`config.mk`:
```
export PLATFORM = sky130hd
export DESIGN_NAME = hdds_sqrt_cell
export DESIGN_NICKNAME = d
export VERILOG_FILES = /design/src/hw/rtl/hdds_sqrt_cell.sv
export SDC_FILE = /design/constraint.sdc
export NUM_CORES = 1
export LEC_CHECK = 0
export BUFFER_PORTS_ARGS = -buffer_cell sky130_fd_sc_hd__buf_2
export CAP_MARGIN = 20
export CORE_MARGIN = 1
export CORE_UTILIZATION = 43
export DETAILED_ROUTE_END_ITERATION = 10
export PLACE_DENSITY = 0.76
export SETUP_SLACK_MARGIN = 0.02
export SYNTH_ARGS = -nofsm -noshare
export SYNTH_HDL_FRONTEND = slang
export SYNTH_SLANG_ARGS = --single-unit
```
`constraint.sdc`:
```
create_clock -name clk_i -period 0.8 [get_ports clk_i]
set_clock_uncertainty 0.1 [all_clocks]
set_input_delay 0.12 -clock clk_i [delete_from_list [all_inputs] [get_ports clk_i]]
set_output_delay 0.12 -clock clk_i [all_outputs]
set_load 0.1 [all_outputs]
```
`src/hw/rtl/hdds_sqrt_cell.sv`:
```
`timescale 1ns / 1ps

module hdds_sqrt_cell #(
  parameter int CW = 16,
  parameter int PW = 1
) (
  input  logic            clk_i,
  input  logic            rst_ni,
  input  logic            en_i,
  input  logic            valid_i,
  input  logic [2*CW-1:0] n_i,
  input  logic [CW+1:0]   rem_i,
  input  logic [CW-1:0]   root_i,
  input  logic [PW-1:0]   pass_i,
  output logic            valid_o,
  output logic [2*CW-1:0] n_o,
  output logic [CW+1:0]   rem_o,
  output logic [CW-1:0]   root_o,
  output logic [PW-1:0]   pass_o
);

  logic            valid_q;
  logic [CW+3:0]   rem2, trial, diff;
  logic            ge;
  logic [2*CW-1:0] n_d, n_q;
  logic [CW+1:0]   rem_d, rem_q;
  logic [CW-1:0]   root_d, root_q;
  logic [PW-1:0]   pass_q;

  // one root bit: bring down two radicand bits, try 4*root + 1
  always_comb begin
    rem2   = {rem_i, n_i[2*CW-1 -: 2]};
    trial  = {2'b00, root_i, 2'b01};
    diff   = rem2 - trial;
    ge     = (rem2 >= trial);
    rem_d  = ge ? diff[CW+1:0] : rem2[CW+1:0];
    root_d = {root_i[CW-2:0], ge};
    n_d    = {n_i[2*CW-3:0], 2'b00};
  end

  always_ff @(posedge clk_i or negedge rst_ni) begin
    if (!rst_ni) begin
      valid_q <= 1'b0;
    end else if (en_i) begin
      valid_q <= valid_i;
    end
  end

  always_ff @(posedge clk_i) begin
    if (en_i) begin
      n_q    <= n_d;
      rem_q  <= rem_d;
      root_q <= root_d;
      pass_q <= pass_i;
    end
  end

  assign valid_o = valid_q;
  assign n_o     = n_q;
  assign rem_o   = rem_q;
  assign root_o  = root_q;
  assign pass_o  = pass_q;

endmodule

```
# == Word-level counts from Yosys, hierarchy flattened ==
# Cells that the tools add are included.
# op_classes
add_sub_neg,1
n_lt_le_gt_ge,1
n_mux,1
# ops
op,n
20-bit by 18-bit greater-or-equal comparator with 1-bit output,1
18-bit two-way mux,1
18-bit subtractor,1
# totals
regBits,66
inputBits,71
out_inout_bits,68
wordCells,8

# == Longest topological paths before layout ==
# depth
depth_word,2
mapped_depth,11
depth_no_buf,9

# == Worst setup path after synthesis ==
# OpenSTA, ideal clock, no wires.
# synth_path
kind,input-to-reg
from,in root_i[7]
to,reg rem_q[10] (netlist: rem_o[10]) (data pin)
setup_time_ns,0.260
arrival_time_ns,1.834
required_ns,0.440
setup_slack_ns,-1.394
path_stages,11
n_path_buf,2
cell_sequence,inv_1 ha_1 buf_2 nand2_1 nor2_1 nand3_1 nor2_1 o21ai_2 o211ai_4 buf_6 mux2_2
# synth_between
elab_chain_cells,2
elab_cells_between_ends,3
cone_classes,add/sub (1); order compare (1); mux (1)
# synth_rtl
item,line,source
start: declaration,13,"input logic [CW-1:0] root_i,"
20-bit by 18-bit greater-or-equal comparator with 1-bit output,35,ge = (rem2 >= trial);
net ge,24,logic ge;
18-bit two-way mux,36,rem_d = ge ? diff[CW+1:0] : rem2[CW+1:0];
net rem_d[10],26,"logic [CW+1:0] rem_d, rem_q;"
end signal: assignment,52,rem_q <= rem_d;
end: declaration,26,
# The timed path passes the listed nets, and every way through them passes these cells.
# A chain may end at the register's enable or synchronous reset.

# == Worst setup path in the final report ==
# layout_path
from,in root_i[1]
to,reg rem_q[12] (netlist: rem_o[12]) (data pin)
# layout_between
elab_chain_cells,2
elab_cells_between_ends,3
cone_classes,add/sub (1); order compare (1); mux (1)
# layout_rtl
item,line
18-bit subtractor / 20-bit by 18-bit greater-or-equal comparator with 1-bit output (equally long branches),"34, 35"
18-bit two-way mux (*),36
net rem_d[12],26
# Mark *: on every way through the listed nets, which the timed path passes. The rest lies on a longest branch.

==> flow_metrics.tcl <==
set metrics [dict create \
    status "finished, violations left" \
    violations "negative hold slack, negative setup slack" \
    die_area_um2 7800 \
    grt_pass1_wl_um 21700 \
    viasPerCell 6.22 \
    setup_viol 87 \
    power_frac_comb 0.479 \
    worst_hold_slack_ns -0.0946 \
    dp_slack_ns -1.47 \
    drtIter0Drc 509 \
    ys_warn_count 0 \
    row_count 31 \
    io_pins 139 \
    htree_levels 3 \
    p_leak_nw 2.97 \
    worstPathRequired_ns 0.81 \
    synth.area.top_cells "edfxtp_1, ha_1, mux2_2" \
    grtUsageTotal 0.405 \
    synth_cells 233 \
    cts.clk_slew.worst_paths_ns 0.08 \
    yosysSeqAreaShare 0.617 \
    fillCellCount 219 \
    crit_type "primary input to flop" \
    register_area_um2 1980 \
    drv_slew 0 \
    critical_path_arrival_ns 2.02 \
    reg2reg_slack_ns -0.34 \
    synth_edf_count 65 \
    post-synth-top-count-cell "edfxtp_1" \
    clk_path_buf_depth 2 \
    dieWidth_um 88.3 \
    drc 0 \
    grt_pass1_vias 3441 \
    fin_crit_ns 2.01 \
    drive_gt1_frac 0.596 \
    cts_tree "built" \
    numCtsBuffers 9 \
    rsz0062_at_grt "yes" \
    synth.distinct_cells 44 \
    tns_ns -50.63 \
    dr_total_vias 3682 \
    drt_first_pass_iters 6 \
    clockRootBuffer "clkbuf_8" \
    synth_top_area_cell "edfxtp_1" \
    gp_congestion 0.867 \
    hold_viol_final 7 \
    synth_common_cells "edfxtp_1, inv_1, ha_1" \
    die_h_um 88.3 \
    max_slew_margin 0.633 \
    clk_latency_ns 0.38 \
    cap_violations 0 \
    grt_max_degree 18 \
    fmax_ghz 0.497 \
    p_sw_w 0.00617 \
    async_flop_share 0.0152 \
    switching_share 0.422 \
    coreArea_um2 7210 \
    p_int_w 0.00845 \
    cp-start-kind "primary input" \
    power_density_nw_per_um2 2170 \
    initial_core_util 0.444 \
    grt-ovfl-total 0 \
    pwr-share-clk 0.206 \
    drt-total-wl_um 18400 \
    synth_ff_type "edfxtp_1" \
    finalCritPeriodShare 2.52 \
    ys_ff_latch 66 \
    yosys.area.top_type_share 0.609 \
    multi_input_area_um2 1560 \
    syn_to_final_growth_pct 110 \
    dp.final_hpwl_um 7630 \
    io_buffers 136 \
    antenna_found_initial 1 \
    ant_nets 0 \
    synth_area_um2 3200 \
    post_drt_wl_per_cell_um 31.1 \
    seqPwrFrac 0.315 \
    worst_slack_ns -1.21 \
    ir_worst_vdd_uv 1460 \
    worstHoldPathType "primary input to flop" \
    cp-end-kind "flop" \
    finalNetCount 576 \
    worst_slew_pin_slew_ns 0.545 \
    numClockSinks 66 \
    worstPathMaxFanout 13 \
    avgSynthCellArea_um2 13.8 \
]
[registers in the layout, indices dropped and copies added (netlist names)]
name / count
rem_o: 18
pass_o: 1
root_o: 16
n_o: 30
valid_o: 1
[power groups by stage]
stage	logic [W]	clock network [W]	registers, W
floorplan	0.00119	0	0.00693
global placement	0.00579	0	0.00460
detailed placement	0.00595	0	0.00463
CTS	0.00637	0.00283	0.00457
global route	0.00708	0.00310	0.00463
finish	0.00699	0.00301	0.00461
[placed cells by master (no fill, tap or decap), types with 3 or more instances in the layout]
cell             n
a21oi_1          9
a21oi_2          5
buf_12          69
buf_2           57
buf_4           64
buf_6            9
buf_8            4
clkbuf_8         9
dlygate4sd3_1   36
dlymetal6s4s_1   9
edfxtp_1        65
ha_1             4
ha_4            13
inv_1           11
inv_4            4
mux2_4          16
mux2i_1          3
nand2_1          9
nand3_1          4
nor2_1           7
nor3_1           3
nor3_2           3
o21a_1           5
xnor2_1          9
xor2_1           4
[layer usage]
layer	vias up	routed length, µm	track usage
li1	1383	-	-
met1	1738	6300	0.502
met2	433	8220	0.645
met3	128	2630	0.144
met4	0	1250	0.170
met5	-	0	0
[critical path: stages]
cell,delay [ns]
buf_6,0.10
inv_4,0.06
ha_4,0.22
o211ai_1,0.34
a21oi_4,0.07
nor2b_4,0.16
o21ai_2,0.09
o21ai_2,0.18
o211ai_4,0.13
buf_12,0.20
mux2_4,0.33
[per-stage QoR]
| stage | area (µm²) | power [W] | std cells | utilization |
|---|---|---|---|---|
| floorplan | 3550 | 0.00813 | 234 | - |
| global placement | 5740 | 0.0104 | 519 | 0.795 |
| detailed placement | 5740 | 0.0106 | 519 | 0.795 |
| CTS | 6520 | 0.0138 | 584 | 0.903 |
| global route | 6740 | 0.0148 | 592 | 0.935 |
| finish | 6740 | 0.0146 | 592 | 0.935 |
[what timing repair did]
action | in CTS | in global routing
hold buffers | 42 | 3
resized for setup | 28 | 39
setup buffers | 7 | 8
setup endpoints to repair | 86 | 100
cloned | 0 | 0
endpoints found under the hold margin | 51 | 12
pin swaps | 10 | 14
[cells by family after synthesis]
| family | count (synthesis) | share of synthesized area |
|---|---|---|
| AO/OA/AOI/OAI | 43 | 0.102 |
| other | 1 | 0.00117 |
| XOR/XNOR | 14 | 0.0383 |
| flip-flops | 66 | 0.617 |
| buffers and inverters | 26 | 0.0359 |
| adder cells (fa/ha/maj) | 18 | 0.0703 |
| multiplexers | 19 | 0.0656 |
| AND/OR/NAND/NOR | 46 | 0.0699 |
[worst paths after layout]
| kind | from | cells after the start | to |
|---|---|---|---|
| setup / recovery | root_i[1] | 11 | rem_o[12] |
| hold / removal | root_i[7] | 1 | root_o[8] |
| setup reg to reg | valid_o | 2 | valid_o |
| hold reg to reg | valid_o | 2 | valid_o |
| max in group asynchronous | rst_ni | 2 | valid_o |
| min in group asynchronous | rst_ni | 2 | valid_o |
[area by class of cell]
type / instances / area share
diodes: 1 / 0.000371
clock buffers: 11 / 0.0195
clock inverters: 5 / 0.00816
inverters: 20 / 0.0156
multi-input cells: 142 / 0.232
flip-flops and latches: 66 / 0.294
well taps: 99 / 0.0184
repair buffers: 248 / 0.412
Power figures use the tool's default switching activity.
