**src/hw/rtl/hdds_pkg.sv**
```systemverilog
`timescale 1ns / 1ps

package hdds_pkg;

  localparam int COMPONENT_BITS_DEF = 16;
  localparam int ANGLE_BITS_DEF     = 16;

  localparam int CORDIC_STEPS = 30;
  localparam int GUARD_BITS   = 16;
  localparam int ACC_W        = 32;

  localparam int MAX_SPEED_W = 16;
  localparam int THR_W       = 15;
  localparam int SPEED_W     = 17;

  localparam int CFG_IDX_W  = 2;
  localparam int CFG_DATA_W = 16;

  localparam logic [CFG_IDX_W-1:0] REG_MAX_SPEED = 2'd0;
  localparam logic [CFG_IDX_W-1:0] REG_NO_TURN   = 2'd1;
  localparam logic [CFG_IDX_W-1:0] REG_SOFT_TURN = 2'd2;

  localparam logic [MAX_SPEED_W-1:0] MAX_SPEED_RST = 16'd2560;
  localparam logic [THR_W-1:0]       NO_TURN_RST   = 15'd1820;
  localparam logic [THR_W-1:0]       SOFT_TURN_RST = 15'd12743;

  // pi in the angle accumulator
  localparam logic [ACC_W-1:0] ACC_PI = {1'b1, {(ACC_W-1){1'b0}}};

  typedef enum logic [1:0] {
    MODE_STRAIGHT = 2'd0,
    MODE_SOFT     = 2'd1,
    MODE_HARD     = 2'd2
  } turn_mode_e;

  // atan(2^-i), 2^31 standing for pi
  localparam logic [ACC_W-1:0] ATAN_TAB [CORDIC_STEPS] = '{
    32'h20000000, 32'h12E4051D, 32'h09FB385B, 32'h051111D4, 32'h028B0D43,
    32'h0145D7E1, 32'h00A2F61E, 32'h00517C55, 32'h0028BE53, 32'h00145F2E,
    32'h000A2F98, 32'h000517CC, 32'h00028BE6, 32'h000145F3, 32'h0000A2F9,
    32'h0000517C, 32'h000028BE, 32'h0000145F, 32'h00000A2F, 32'h00000517,
    32'h0000028B, 32'h00000145, 32'h000000A2, 32'h00000051, 32'h00000028,
    32'h00000014, 32'h0000000A, 32'h00000005, 32'h00000002, 32'h00000001
  };

endpackage

```
**src/hw/rtl/hdds_div_cell.sv**
```systemverilog
`timescale 1ns / 1ps

module hdds_div_cell
  import hdds_pkg::*;
#(
  parameter int PW = 1
) (
  input  logic                   clk_i,
  input  logic                   rst_ni,
  input  logic                   en_i,
  input  logic                   valid_i,
  input  logic [THR_W-1:0]       div_i,
  input  logic [THR_W-1:0]       rem_i,
  input  logic [MAX_SPEED_W-1:0] num_i,
  input  logic [MAX_SPEED_W-1:0] quo_i,
  input  logic [PW-1:0]          pass_i,
  output logic                   valid_o,
  output logic [THR_W-1:0]       rem_o,
  output logic [MAX_SPEED_W-1:0] num_o,
  output logic [MAX_SPEED_W-1:0] quo_o,
  output logic [PW-1:0]          pass_o
);

  logic                   valid_q;
  logic [THR_W:0]         rem2, dvs, diff;
  logic                   ge;
  logic [THR_W-1:0]       rem_d, rem_q;
  logic [MAX_SPEED_W-1:0] num_d, num_q, quo_d, quo_q;
  logic [PW-1:0]          pass_q;

  // one restoring step: shift in the next dividend bit, subtract if it fits
  always_comb begin
    rem2  = {rem_i, num_i[MAX_SPEED_W-1]};
    dvs   = {1'b0, div_i};
    diff  = rem2 - dvs;
    ge    = (rem2 >= dvs);
    rem_d = ge ? diff[THR_W-1:0] : rem2[THR_W-1:0];
    num_d = {num_i[MAX_SPEED_W-2:0], 1'b0};
    quo_d = {quo_i[MAX_SPEED_W-2:0], ge};
  end

  always_ff @(posedge clk_i or negedge rst_ni) begin
    if (!rst_ni) begin
      valid_q <= 1'b0;
    end else if (en_i) begin
      valid_q <= valid_i;
    end
  end

  always_ff @(posedge clk_i) begin
    if (en_i) begin
      rem_q  <= rem_d;
      num_q  <= num_d;
      quo_q  <= quo_d;
      pass_q <= pass_i;
    end
  end

  assign valid_o = valid_q;
  assign rem_o   = rem_q;
  assign num_o   = num_q;
  assign quo_o   = quo_q;
  assign pass_o  = pass_q;

endmodule

```
**config.mk**
```make
export PLATFORM = sky130hd
export DESIGN_NAME = hdds_div_cell
export DESIGN_NICKNAME = d
export VERILOG_FILES = /design/src/hw/rtl/hdds_pkg.sv /design/src/hw/rtl/hdds_div_cell.sv
export SDC_FILE = /design/constraint.sdc
export NUM_CORES = 1
export LEC_CHECK = 0
export BUFFER_PORTS_ARGS = -buffer_cell sky130_fd_sc_hd__buf_2
export CAP_MARGIN = 20
export CORE_MARGIN = 1.5
export CORE_UTILIZATION = 50
export DETAILED_ROUTE_END_ITERATION = 10
export GPL_TIMING_DRIVEN = 1
export PLACE_DENSITY = 0.85
export SLEW_MARGIN = 25
export SYNTH_ARGS = -nofsm -noshare
export SYNTH_HDL_FRONTEND = slang
export SYNTH_SLANG_ARGS = --single-unit
```
**constraint.sdc**
```tcl
create_clock -name clk_i -period 1.1 [get_ports clk_i]
set_input_delay 0.055 -clock clk_i [delete_from_list [all_inputs] [get_ports clk_i]]
set_output_delay 0.055 -clock clk_i [all_outputs]
set_load 0.01 [all_outputs]
```
==> Yosys cells after proc, flatten, opt, wreduce, memory -nomap -nowiden <==
Cells that the tools add are included.
{ "totals": {"ff_bits": 48, "out_inout_bits": 49} }
{ "op_classes": {"add_sub_neg": 1, "order_cmp": 1, "mux": 1} }
{ "op_table": {"columns": ["operator", "n"], "rows": [
  ["16-bit by 15-bit greater-or-equal comparator with 1-bit output", 1],
  ["15-bit 2-to-1 mux", 1],
  ["15-bit subtractor", 1]
]} }

==> Longest topological paths before layout <==
Gate-level depths: netlist of run 1.
{ "logic_depth": {"word_depth": 2, "depth_mapped": 11, "mapped_depth_nobuf": 10} }

==> Worst setup path before layout of run 1 <==
Ideal clock, no wire load.
{ "synth_path": {"kind": "input to register", "from": "input num_i[15]", "to": "register rem_q[10], in the netlist rem_o[10] (data pin)", "setup_time_ps": 260, "arrival_time_ps": 2250, "slack_ps": -1410, "path_stages": 11, "path_cell_list": "inv_1 ha_1 fa_1 nand2b_1 a21oi_2 nor2_2 o21a_4 o31a_4 o31ai_4 buf_12 mux2_4"} }
{ "synth_via": {"elab_chain_len": 2} }
{ "synth_rtl": {"columns": ["element", "line_no", "rtl"], "rows": [
  ["start: declaration", "hdds_div_cell.sv:14", "input logic [MAX_SPEED_W-1:0] num_i,"],
  ["16-bit by 15-bit greater-or-equal comparator with 1-bit output", "hdds_div_cell.sv:36", "ge = (rem2 >= dvs);"],
  ["net ge", "hdds_div_cell.sv:26", "logic ge;"],
  ["15-bit 2-to-1 mux", "hdds_div_cell.sv:37", "rem_d = ge ? diff[THR_W-1:0] : rem2[THR_W-1:0];"],
  ["net rem_d[10]", "hdds_div_cell.sv:27", "logic [THR_W-1:0] rem_d, rem_q;"],
  ["end signal: assignment", "hdds_div_cell.sv:52", "rem_q <= rem_d;"],
  ["end: declaration", "hdds_div_cell.sv:27", null]
]} }
The timed path passes the listed nets, and every way through them passes these cells.
A chain may end at the register's enable or synchronous reset.

==> Worst setup path in the final report of run 1 <==
{ "layout_path": {"from": "input num_i[15]", "to": "register rem_q[14], in the netlist rem_o[14] (data pin)"} }
{ "layout_via": {"elab_chain_len": 2} }
{ "layout_rtl": {"columns": ["element", "line_no"], "rows": [
  ["15-bit subtractor / 16-bit by 15-bit greater-or-equal comparator with 1-bit output (equally long branches)", "hdds_div_cell.sv:35, hdds_div_cell.sv:36"],
  ["15-bit 2-to-1 mux *", "hdds_div_cell.sv:37"],
  ["net rem_d[14]", "hdds_div_cell.sv:27"]
]} }
Mark *: on every way through the listed nets, which the timed path passes. The rest lies on a longest branch.

==> impl_metrics.csv, run 1 <==
group,metric,value,unit
global_routing,grt_max_degree,27,
setup_path,timing.setup.critical_path_class,"in -> reg",
routing,route.vias.total,2311,
global_routing,grt_pass1_vias,2343,
min_path,type_of_the_most_critical_hold_path,"in -> reg",
setup_path,worst-endpoint-required,1.16,ns
outcome,failed_checks,"setup timing",
cells_and_area,finalInstanceArea,4101,um2
timing,layout_worst_path_cycle_share,194.0,%
yosys,synth_area,2525,um2
cells_and_area,area.growth.synth_to_final,62.44,%
yosys,yosys.cell_types.count,42,
global_routing,grt_overflow_total,0,
timing,slew_viol_final,0,
global_routing,grt_first_pass_wirelength,11870,um
die,boundary_pin_count,116,
cts,cts_num_sinks,48,
cells_and_area,antenna_cells,0,
timing,count_of_endpoints_failing_setup_in_the_final_report,16,
yosys,asyncSetResetFlopFracSynth,2.083,%
yosys,seq_area_frac_synth,56.89,%
timing,fin_worst_skew,0,ns
power_and_ir_drop,leakage_dissipation,1.948,nW
setup_path,worstPathBufferInverterCount,4,
setup_path,start_kind,"input pin",
global_routing,grt_usage,30.05,%
timing,worst_slack,-1.034,ns
die,core_area,4786,um2
placement,routabilityCongestion,0.7775,
placement,port-buffer-count,113,
job,max-cap-violations,0,
power_and_ir_drop,irDropWorstVdd,0.0007806,V
setup_path,critical-path-max-stage-delay,0.34,ns
timing,grt_setup_unrepaired,"true",
yosys,ys_warn_count,0,
yosys,post_syn_nets,266,
yosys,ys.flop_type,"edfxtp_1",
cts,cts_inserted_buffers,5,
cts,clk_latency,0.30,ns
outcome,status,"complete, but fails checks",
cells_and_area,nets,467,
die,die_height,74.06,um
placement,place_hpwl,4958,um
yosys,synth_area_per_cell,13.80,um2
routing,route.final.wire_length,8051,um
cells_and_area,layout_cell_share_with_drive_strength_beyond_1,51.95,%
routing,detailedRoute.firstIterationViolations,104,
die,die_area,5485,um2
cts,clock_tree.root_cell,"clkbuf_8",
setup_path,cp.arrival,2.19,ns
routing,dr_wl_cell,17.81,um
power_and_ir_drop,cellPowerDensity,1320,nW/um2
global_routing,grt_antenna_before_repair,0,
timing,final_hold_viols,0,
placement,placed_cell_area,3505,um2
die,placement_rows,25,
routing,drc,0,
routing,detail-route-antenna-nets,0,
setup_path,critical_path.max_fanout,5,
die,horizontal_die_dimension,74.06,um
die,start_util,52.76,%
timing,fin_crit,2.134,ns
yosys,synthesis.instances,183,
setup_path,cp_slowest_cell,"fa_2",
routing,post_drt_via_cell_ratio,5.113,
cts,tritoncts,"built",
cells_and_area,fin_util,85.70,%
power_and_ir_drop,total_power,5.414,mW
setup_path,critPathCaptureType,"flop",
yosys,yosys_register_bits,48,
setup_path,timing.critical_path.max_delay_family,"compound AO/OA/AOI/OAI gates",
yosys,synth.top_cells.by_count,"edfxtp_1, inv_1, ha_1",
cts,clk_path_buf_depth,2,
routing,detailedRoute.firstPassIterationCount,4,
setup_path,cp_cell_sequence,"buf_8, inv_12, ha_4, fa_2, nand2b_4, a21oi_4, nor2_2, o21a_4, o31a_4, o31ai_4, buf_6, buf_6, mux2_4",
setup_path,critical-path-top-cell-by-count,"buf_6",
cts,htree_num_levels,2,
yosys,synth_area_leader_cell,"edfxtp_1",
timing,max_freq,468.6,MHz
yosys,synth_largest_type_area_fraction,55.90,%
yosys,synthTopCellsByArea,"edfxtp_1, ha_1, mux2_4, mux2_2, xnor2_1",
cts,clk_transition_reported_paths,0.09,ns
yosys,count_of_flip_flops_with_a_built_in_enable_after_synthesis,47,
yosys,yosysMostFrequentCell,"edfxtp_1",
-- layout by cell type, fill, tap and decap left out, drive strengths merged, types with 2 or more instances in the layout --
cell / synthesis / layout
nand2: 7 / 7
nand3b: 3 / 3
inv: 18 / 18
o21bai: 2 / 2
nand2b: 2 / 2
clkbuf: 2 / 6
o21ai: 6 / 6
a21o: 6 / 6
ha: 15 / 15
nor4b: 2 / 2
edfxtp: 47 / 47
o211ai: 2 / 2
xor2: 2 / 2
nand3: 3 / 3
xnor2: 8 / 8
nor2: 7 / 7
dlygate4sd3: 0 / 33
mux2: 14 / 14
buf: 3 / 166
mux2i: 3 / 3
nor2b: 3 / 3
a21oi: 11 / 11
o21a: 3 / 3
bufinv: 0 / 2
-- per-layer routing --
layer	track usage [%]	routed length (um)
met5	0	0
met2	57.84	4301
met1	33.27	2962
met4	9.053	282
met3	5.420	504
-- what timing repair did --
item | in CTS | in global routing
pin swaps | 3 | 3
setup endpoints to repair | 16 | 16
hold endpoints to repair | 33 | 0
hold buffers | 33 | 0
buffers inserted | 9 | 1
resized for setup | 13 | 2
-- cell type report --
class	count	area, um2
Fill cell	270	684.4
Multi-Input combinational cell	112	1030
Sequential cell	48	1436
Clock inverter	2	60.06
Timing Repair Buffer	199	1339
Clock buffer	6	72.57
Tap cell	67	83.83
Inverter	18	80.08
-- path summary, 6_finish.rpt --
kind                                      from             endpoint  slack (ns)  depth (start not counted)
setup / recovery                     num_i[15]  rem_o[14]$_DFFE_PP_       -1.03                         13
max in group asynchronous               rst_ni  valid_o$_DFFE_PN0P_        0.94                          2
min in group asynchronous               rst_ni  valid_o$_DFFE_PN0P_        0.08                          2
hold / removal                        rem_i[2]   rem_o[3]$_DFFE_PP_        0.07                          2
hold reg to reg            valid_o$_DFFE_PN0P_  valid_o$_DFFE_PN0P_        0.57                          1
setup reg to reg           valid_o$_DFFE_PN0P_  valid_o$_DFFE_PN0P_        0.31                          1
-- state kept, by name (all words and copies together) (netlist names) --
signal	count
pass_o	1
rem_o	15
valid_o	1
num_o	15
quo_o	16
-- where the power goes --
part / switching, mW / internal, mW / total [mW]
logic: 0.739 / 0.874 / 1.61
registers: 0.0539 / 2.24 / 2.29
clock network: 0.599 / 0.909 / 1.51
total: 1.39 / 4.02 / 5.41
-- cells by family after synthesis --
logic type | count (synthesis) | share of synthesized area, %
compound gates | 37 | 11.65
other cells | 1 | 0.1485
xor+xnor | 10 | 3.469
mux | 17 | 8.474
buf+inv | 23 | 4.262
fa+ha+maj | 16 | 8.226
flops | 48 | 56.89
simple gates | 31 | 6.889
-- metrics by stage --
stage | setup TNS (ns) | setup slack [ns] | std cells | hold WS [ns]
after floorplan | -18.70 | -1.262 | 183 | -0.2406
after CTS | -15.28 | -1.011 | 451 | 0.06865
after detailed placement | -22.77 | -1.502 | 401 | -0.1662
after global placement | -22.40 | -1.478 | 401 | -0.1705
after global routing | -15.97 | -1.055 | 452 | 0.05858
final | -15.47 | -1.034 | 452 | 0.06953
No activity file was read; power rests on OpenSTA's default activity.
==> run 2: changes to the inputs <==
- RECOVER_POWER: default -> 25
==> impl_metrics.csv, run 2 (synthesis results as in run 1) <==
group,metric,value,unit
outcome,status,"complete, but fails checks",
power_and_ir_drop,total_power,5.404,mW
routing,detailedRoute.firstPassIterationCount,4,
die,placement_rows,25,
cells_and_area,largest_register_ffs,16,
routing,post_drt_via_cell_ratio,5.100,
timing,fin_crit,2.134,ns
global_routing,grt_antenna_before_repair,0,
power_and_ir_drop,share_seq_of_total_power,42.4,%
timing,slew_headroom,59.81,%
cells_and_area,nets,467,
timing,final_hold_viols,0,
power_and_ir_drop,irDropWorstVdd,0.0007808,V
power_and_ir_drop,switching_share,25.73,%
timing,layout_worst_path_cycle_share,194.0,%
die,boundary_pin_count,116,
cells_and_area,fin_util,85.28,%
global_routing,globalRoute.busiestLayer,"met2",
power_and_ir_drop,p_int,4.014,mW
global_routing,grt_pass1_vias,2343,
setup_path,cp.arrival,2.19,ns
power_and_ir_drop,power.net_switching,1.390,mW
placement,place_hpwl,4958,um
outcome,failed_checks,"setup timing",
cells_and_area,final.fill_count,272,
timing,grt_setup_unrepaired,"true",
global_routing,grt_max_degree,27,
setup_path,critPathCaptureType,"flop",
timing,worst_slack,-1.034,ns
die,die_area,5485,um2
timing,fin_worst_skew,0,ns
routing,route.final.wire_length,8088,um
global_routing,global_route.usage.met1,33.27,%
min_path,type_of_the_most_critical_hold_path,"in -> async",
placement,routabilityCongestion,0.7775,
timing,whs,0.06864,ns
cells_and_area,layout.cells.most_common_list,"buf_2, edfxtp_1, buf_4",
cells_and_area,layout_cell_share_with_drive_strength_beyond_1,51.43,%
routing,route.vias.total,2305,
cts,clk_transition_reported_paths,0.09,ns
power_and_ir_drop,cellPowerDensity,1324,nW/um2
cells_and_area,mostFrequentLayoutCell,"buf_2",
global_routing,grt_usage,30.05,%
routing,dr_wl_cell,17.89,um
cells_and_area,antenna_cells,0,
setup_path,worst-endpoint-required,1.16,ns
placement,port-buffer-count,113,
power_and_ir_drop,pwr-share-clk,27.9,%
cts,clock_tree.root_cell,"clkbuf_8",
setup_path,start_kind,"input pin",
timing,slew_viol_final,0,
power_and_ir_drop,power.share.combinational,29.7,%
global_routing,globalRouteMet3Util,5.420,%
placement,pre_cts_ws,-1.502,ns
global_routing,grtUsageMet2,57.84,%
die,die_height,74.06,um
cts,cts_inserted_buffers,5,
cells_and_area,finalInstanceArea,4081,um2
cts,clk_path_buf_depth,2,
global_routing,grt_overflow_total,0,
cts,cts_num_sinks,48,
global_routing,grt_first_pass_wirelength,11870,um
cells_and_area,area.growth.synth_to_final,61.64,%
die,start_util,52.76,%
routing,detail-route-antenna-nets,0,
timing,worst_pin_slew,0.6029,ns
setup_path,timing.setup.critical_path_class,"in -> reg",
job,max-cap-violations,0,
cts,clk_latency,0.30,ns
cts,tritoncts,"built",
setup_path,critical_path.max_fanout,5,
die,horizontal_die_dimension,74.06,um
die,core_area,4786,um2
timing,max_freq,468.6,MHz
routing,detailedRoute.firstIterationViolations,106,
power_and_ir_drop,leakage_dissipation,1.937,nW
routing,drc,0,
placement,placed_cell_area,3505,um2
cts,htree_num_levels,2,
timing,count_of_endpoints_failing_setup_in_the_final_report,16,
run 2: metal layers:
layer / routed length (um) / part of all wire [%]
met5: 0 / 0
met4: 275 / 3.4
met3: 512 / 6.3
met2: 4296 / 53
met1: 3004 / 37
run 2: worst paths after layout:
check	start	to	slack [ns]	cells after the start
worst max-delay path	num_i[15]	rem_o[14]$_DFFE_PP_	-1.03	13
worst min-delay path	rst_ni	valid_o$_DFFE_PN0P_	0.07	2
worst max register to register	valid_o$_DFFE_PN0P_	valid_o$_DFFE_PN0P_	0.31	1
worst min register to register	valid_o$_DFFE_PN0P_	valid_o$_DFFE_PN0P_	0.57	1
max in group asynchronous	rst_ni	valid_o$_DFFE_PN0P_	0.94	2
min in group clk_i	rem_i[2]	rem_o[3]$_DFFE_PP_	0.07	2
run 2: metrics by stage:
stage | TNS (ns) | cells
4_1_cts | -15.28 | 451
3_3_place_gp | -22.40 | 401
3_5_place_dp | -22.77 | 401
2_1_floorplan | -18.70 | 183
5_1_grt | -15.97 | 452
6_report | -15.45 | 452
run 2: what timing repair did:
item,CTS,global route
pin swaps,3,3
endpoints found under the setup margin,16,16
buffers inserted,9,1
hold endpoints to repair,33,0
gates resized for setup,13,2
hold buffers,33,0
cloned,0,0
run 2: layout make-up:
type / instances / area [um2] / share of cell area [%]
sequential: 48 / 1436 / 35.19
timing repair buffer: 199 / 1319 / 32.31
multi-input combinational: 112 / 1030 / 25.23
tap: 67 / 83.83 / 2.054
inverter: 18 / 80.08 / 1.962
clock buffer: 6 / 72.57 / 1.778
clock inverter: 2 / 60.06 / 1.471
run 2: worst max-delay path: stages:
cell and delay, ns:
buf_8 0.09, inv_12 0.03, ha_4 0.15, fa_2 0.34, nand2b_4 0.17, a21oi_4 0.17, nor2_2 0.07, o21a_4 0.21
o31a_4 0.11, o31ai_4 0.18, buf_6 0.16, buf_6 0.13, mux2_4 0.31
run 2: power groups by stage:
stage | registers (mW) | logic [mW] | clock network [mW]
2_1_floorplan | 2.44 | 0.609 | 0
3_3_place_gp | 2.32 | 1.29 | 0
3_5_place_dp | 2.33 | 1.34 | 0
4_1_cts | 2.29 | 1.54 | 1.50
5_1_grt | 2.31 | 1.71 | 1.57
6_report | 2.29 | 1.60 | 1.51
==> run 3: changes to the inputs <==
- CAP_MARGIN: 20 -> 25
- clock period: 1.1 -> 2.7 ns (I/O delays scaled with it)
==> impl_metrics.csv, run 3 (synthesis results as in run 1) <==
group,metric,value,unit
timing,tns,0,ns
cells_and_area,area_of_the_multi_input_gates,980.9,um2
die,die_height,74.06,um
cts,cts_inserted_buffers,5,
routing,met1Wirelength,2052,um
global_routing,grt_first_pass_wirelength,7817,um
routing,detailroute.wirelength.met2,2761,um
cells_and_area,nets,392,
cells_and_area,layout_cell_share_with_drive_strength_beyond_1,46.45,%
placement,place_hpwl,4054,um
setup_path,crit_path_end,"rem_o[14]$_DFFE_PP_",
cells_and_area,layout.cells.most_common_list,"buf_2, edfxtp_1, inv_1",
power_and_ir_drop,cellPowerDensity,592.9,nW/um2
die,boundary_pin_count,116,
timing,max_freq,410.5,MHz
setup_path,cp.arrival,2.48,ns
setup_path,critical_path.startpoint,"num_i[15]",
cts,tritoncts,"built",
die,start_util,52.76,%
routing,detailedRoute.firstPassIterationCount,4,
power_and_ir_drop,leakage_dissipation,1.566,nW
timing,slew_headroom,21.99,%
placement,placed_cell_area,3192,um2
timing,fin_crit,2.436,ns
die,horizontal_die_dimension,74.06,um
placement,port-buffer-count,113,
routing,route.vias.total,1856,
min_path,type_of_the_most_critical_hold_path,"in -> reg",
timing,count_of_endpoints_failing_setup_in_the_final_report,0,
global_routing,grt_max_degree,22,
outcome,status,"completed",
routing,detailedRoute.firstIterationViolations,56,
job,max-cap-violations,0,
setup_path,timing.setup.critical_path_class,"in -> reg",
setup_path,critPathCaptureType,"flop",
cts,clk_path_buf_depth,2,
power_and_ir_drop,p_int,1.522,mW
power_and_ir_drop,pwr-share-clk,29.9,%
power_and_ir_drop,share_seq_of_total_power,46.6,%
setup_path,worstReg2RegEnd,"valid_o$_DFFE_PN0P_",
timing,fin_worst_skew,0,ns
timing,grt_setup_unrepaired,"false",
cells_and_area,fin_util,70.43,%
cells_and_area,final.fill_count,374,
routing,met3WireLength,359,um
power_and_ir_drop,power.net_switching,0.4767,mW
setup_path,rrSetupSlack,1.96,ns
timing,whs,0.01446,ns
power_and_ir_drop,switching_share,23.85,%
setup_path,start_kind,"input pin",
cells_and_area,largest_register_ffs,16,
timing,layout_worst_path_cycle_share,90.22,%
cells_and_area,mostFrequentLayoutCell,"buf_2",
cells_and_area,finalNonFillerCells,377,
die,placement_rows,25,
cts,clk_latency,0.28,ns
timing,worst_pin_slew,1.170,ns
timing,slew_viol_final,0,
power_and_ir_drop,power.share.combinational,23.5,%
setup_path,worst-endpoint-required,2.75,ns
timing,worst_slack,0.2640,ns
global_routing,grt_overflow_total,0,
cts,cts_resized,0,
cts,clk_transition_reported_paths,0.08,ns
setup_path,rr_worst_depth,1,
cts,cts_hold_repair.buffers,1,
cells_and_area,sequential_cell_area,1436,um2
cts,cts_num_sinks,48,
power_and_ir_drop,total_power,1.999,mW
cells_and_area,antenna_cells,0,
die,die_area,5485,um2
routing,routed.top_layer,"met4",
placement,routabilityCongestion,0.7839,
setup_path,critical_path.max_fanout,5,
cts,clock_tree.root_cell,"clkbuf_8",
routing,detail-route-antenna-nets,0,
timing,final_hold_viols,0,
placement,dp_cells,364,
routing,route.final.wire_length,5215,um
cts,htree_num_levels,2,
routing,drc,0,
cts,cts_post_setup_buffers_inserted,0,
power_and_ir_drop,irDropWorstVdd,0.0002334,V
global_routing,grt_usage,18.92,%
die,core_area,4786,um2
cells_and_area,finalInstanceArea,3371,um2
global_routing,grt_pass1_vias,1744,
routing,post_drt_via_cell_ratio,4.923,
global_routing,grt_antenna_before_repair,0,
setup_path,timing.rr.start,"valid_o$_DFFE_PN0P_",
cells_and_area,area.growth.synth_to_final,33.50,%
routing,dr_wl_cell,13.83,um
placement,pre_cts_ws,-0.03419,ns
run 3: cell types whose count changed in the layout (fill, tap and decap cells not counted), sizes merged:
cell,delta
buf,-47
dlygate4sd3,-28
run 3: how the worst min path moves through the flow:
stage	cells after the start	startpoint	end	slack, ns
3_5_place_dp	1	rst_ni	valid_o$_DFFE_PN0P_	-0.09
4_1_cts	1	num_i[3]	num_o[4]$_DFFE_PP_	0.0007
2_1_floorplan	0	rst_ni	valid_o$_DFFE_PN0P_	-0.16
3_3_place_gp	1	rst_ni	valid_o$_DFFE_PN0P_	-0.09
6_report	1	num_i[0]	num_o[1]$_DFFE_PP_	0.01
5_1_grt	1	quo_i[1]	quo_o[2]$_DFFE_PP_	0.002
run 3: worst max-delay path, cell delays in order:
cell      delay (ns)
buf_2           0.07
inv_1           0.04
ha_1            0.20
fa_1            0.39
nand2b_1        0.19
a21oi_2         0.16
nor2_2          0.07
o21a_4          0.23
o31a_4          0.11
o31ai_4         0.32
buf_4           0.22
mux2_2          0.33
run 3: power by group through the flow:
stage | sequential (mW) | combinational (mW) | clock (mW)
final | 0.930 | 0.471 | 0.598
after global routing | 0.939 | 0.516 | 0.634
after CTS | 0.932 | 0.471 | 0.615
after detailed placement | 0.947 | 0.467 | 0
after global placement | 0.945 | 0.454 | 0
after floorplan | 0.993 | 0.242 | 0
run 3: final cells by class:
type                    instances  area share (%)
flip-flops and latches         48           42.61
multi-input cells             112           29.10
repair buffers                124           19.86
well taps                      67           2.487
clock buffers                   6           2.153
inverters                      18           2.004
clock inverters                 2           1.782
run 3: metal layers:
layer / up-vias / global-route usage, %
met3: 4 / 4.472
met2: 78 / 35.22
li1: 928 / -
met5: - / 0
met4: 0 / 4.527
met1: 846 / 21.79
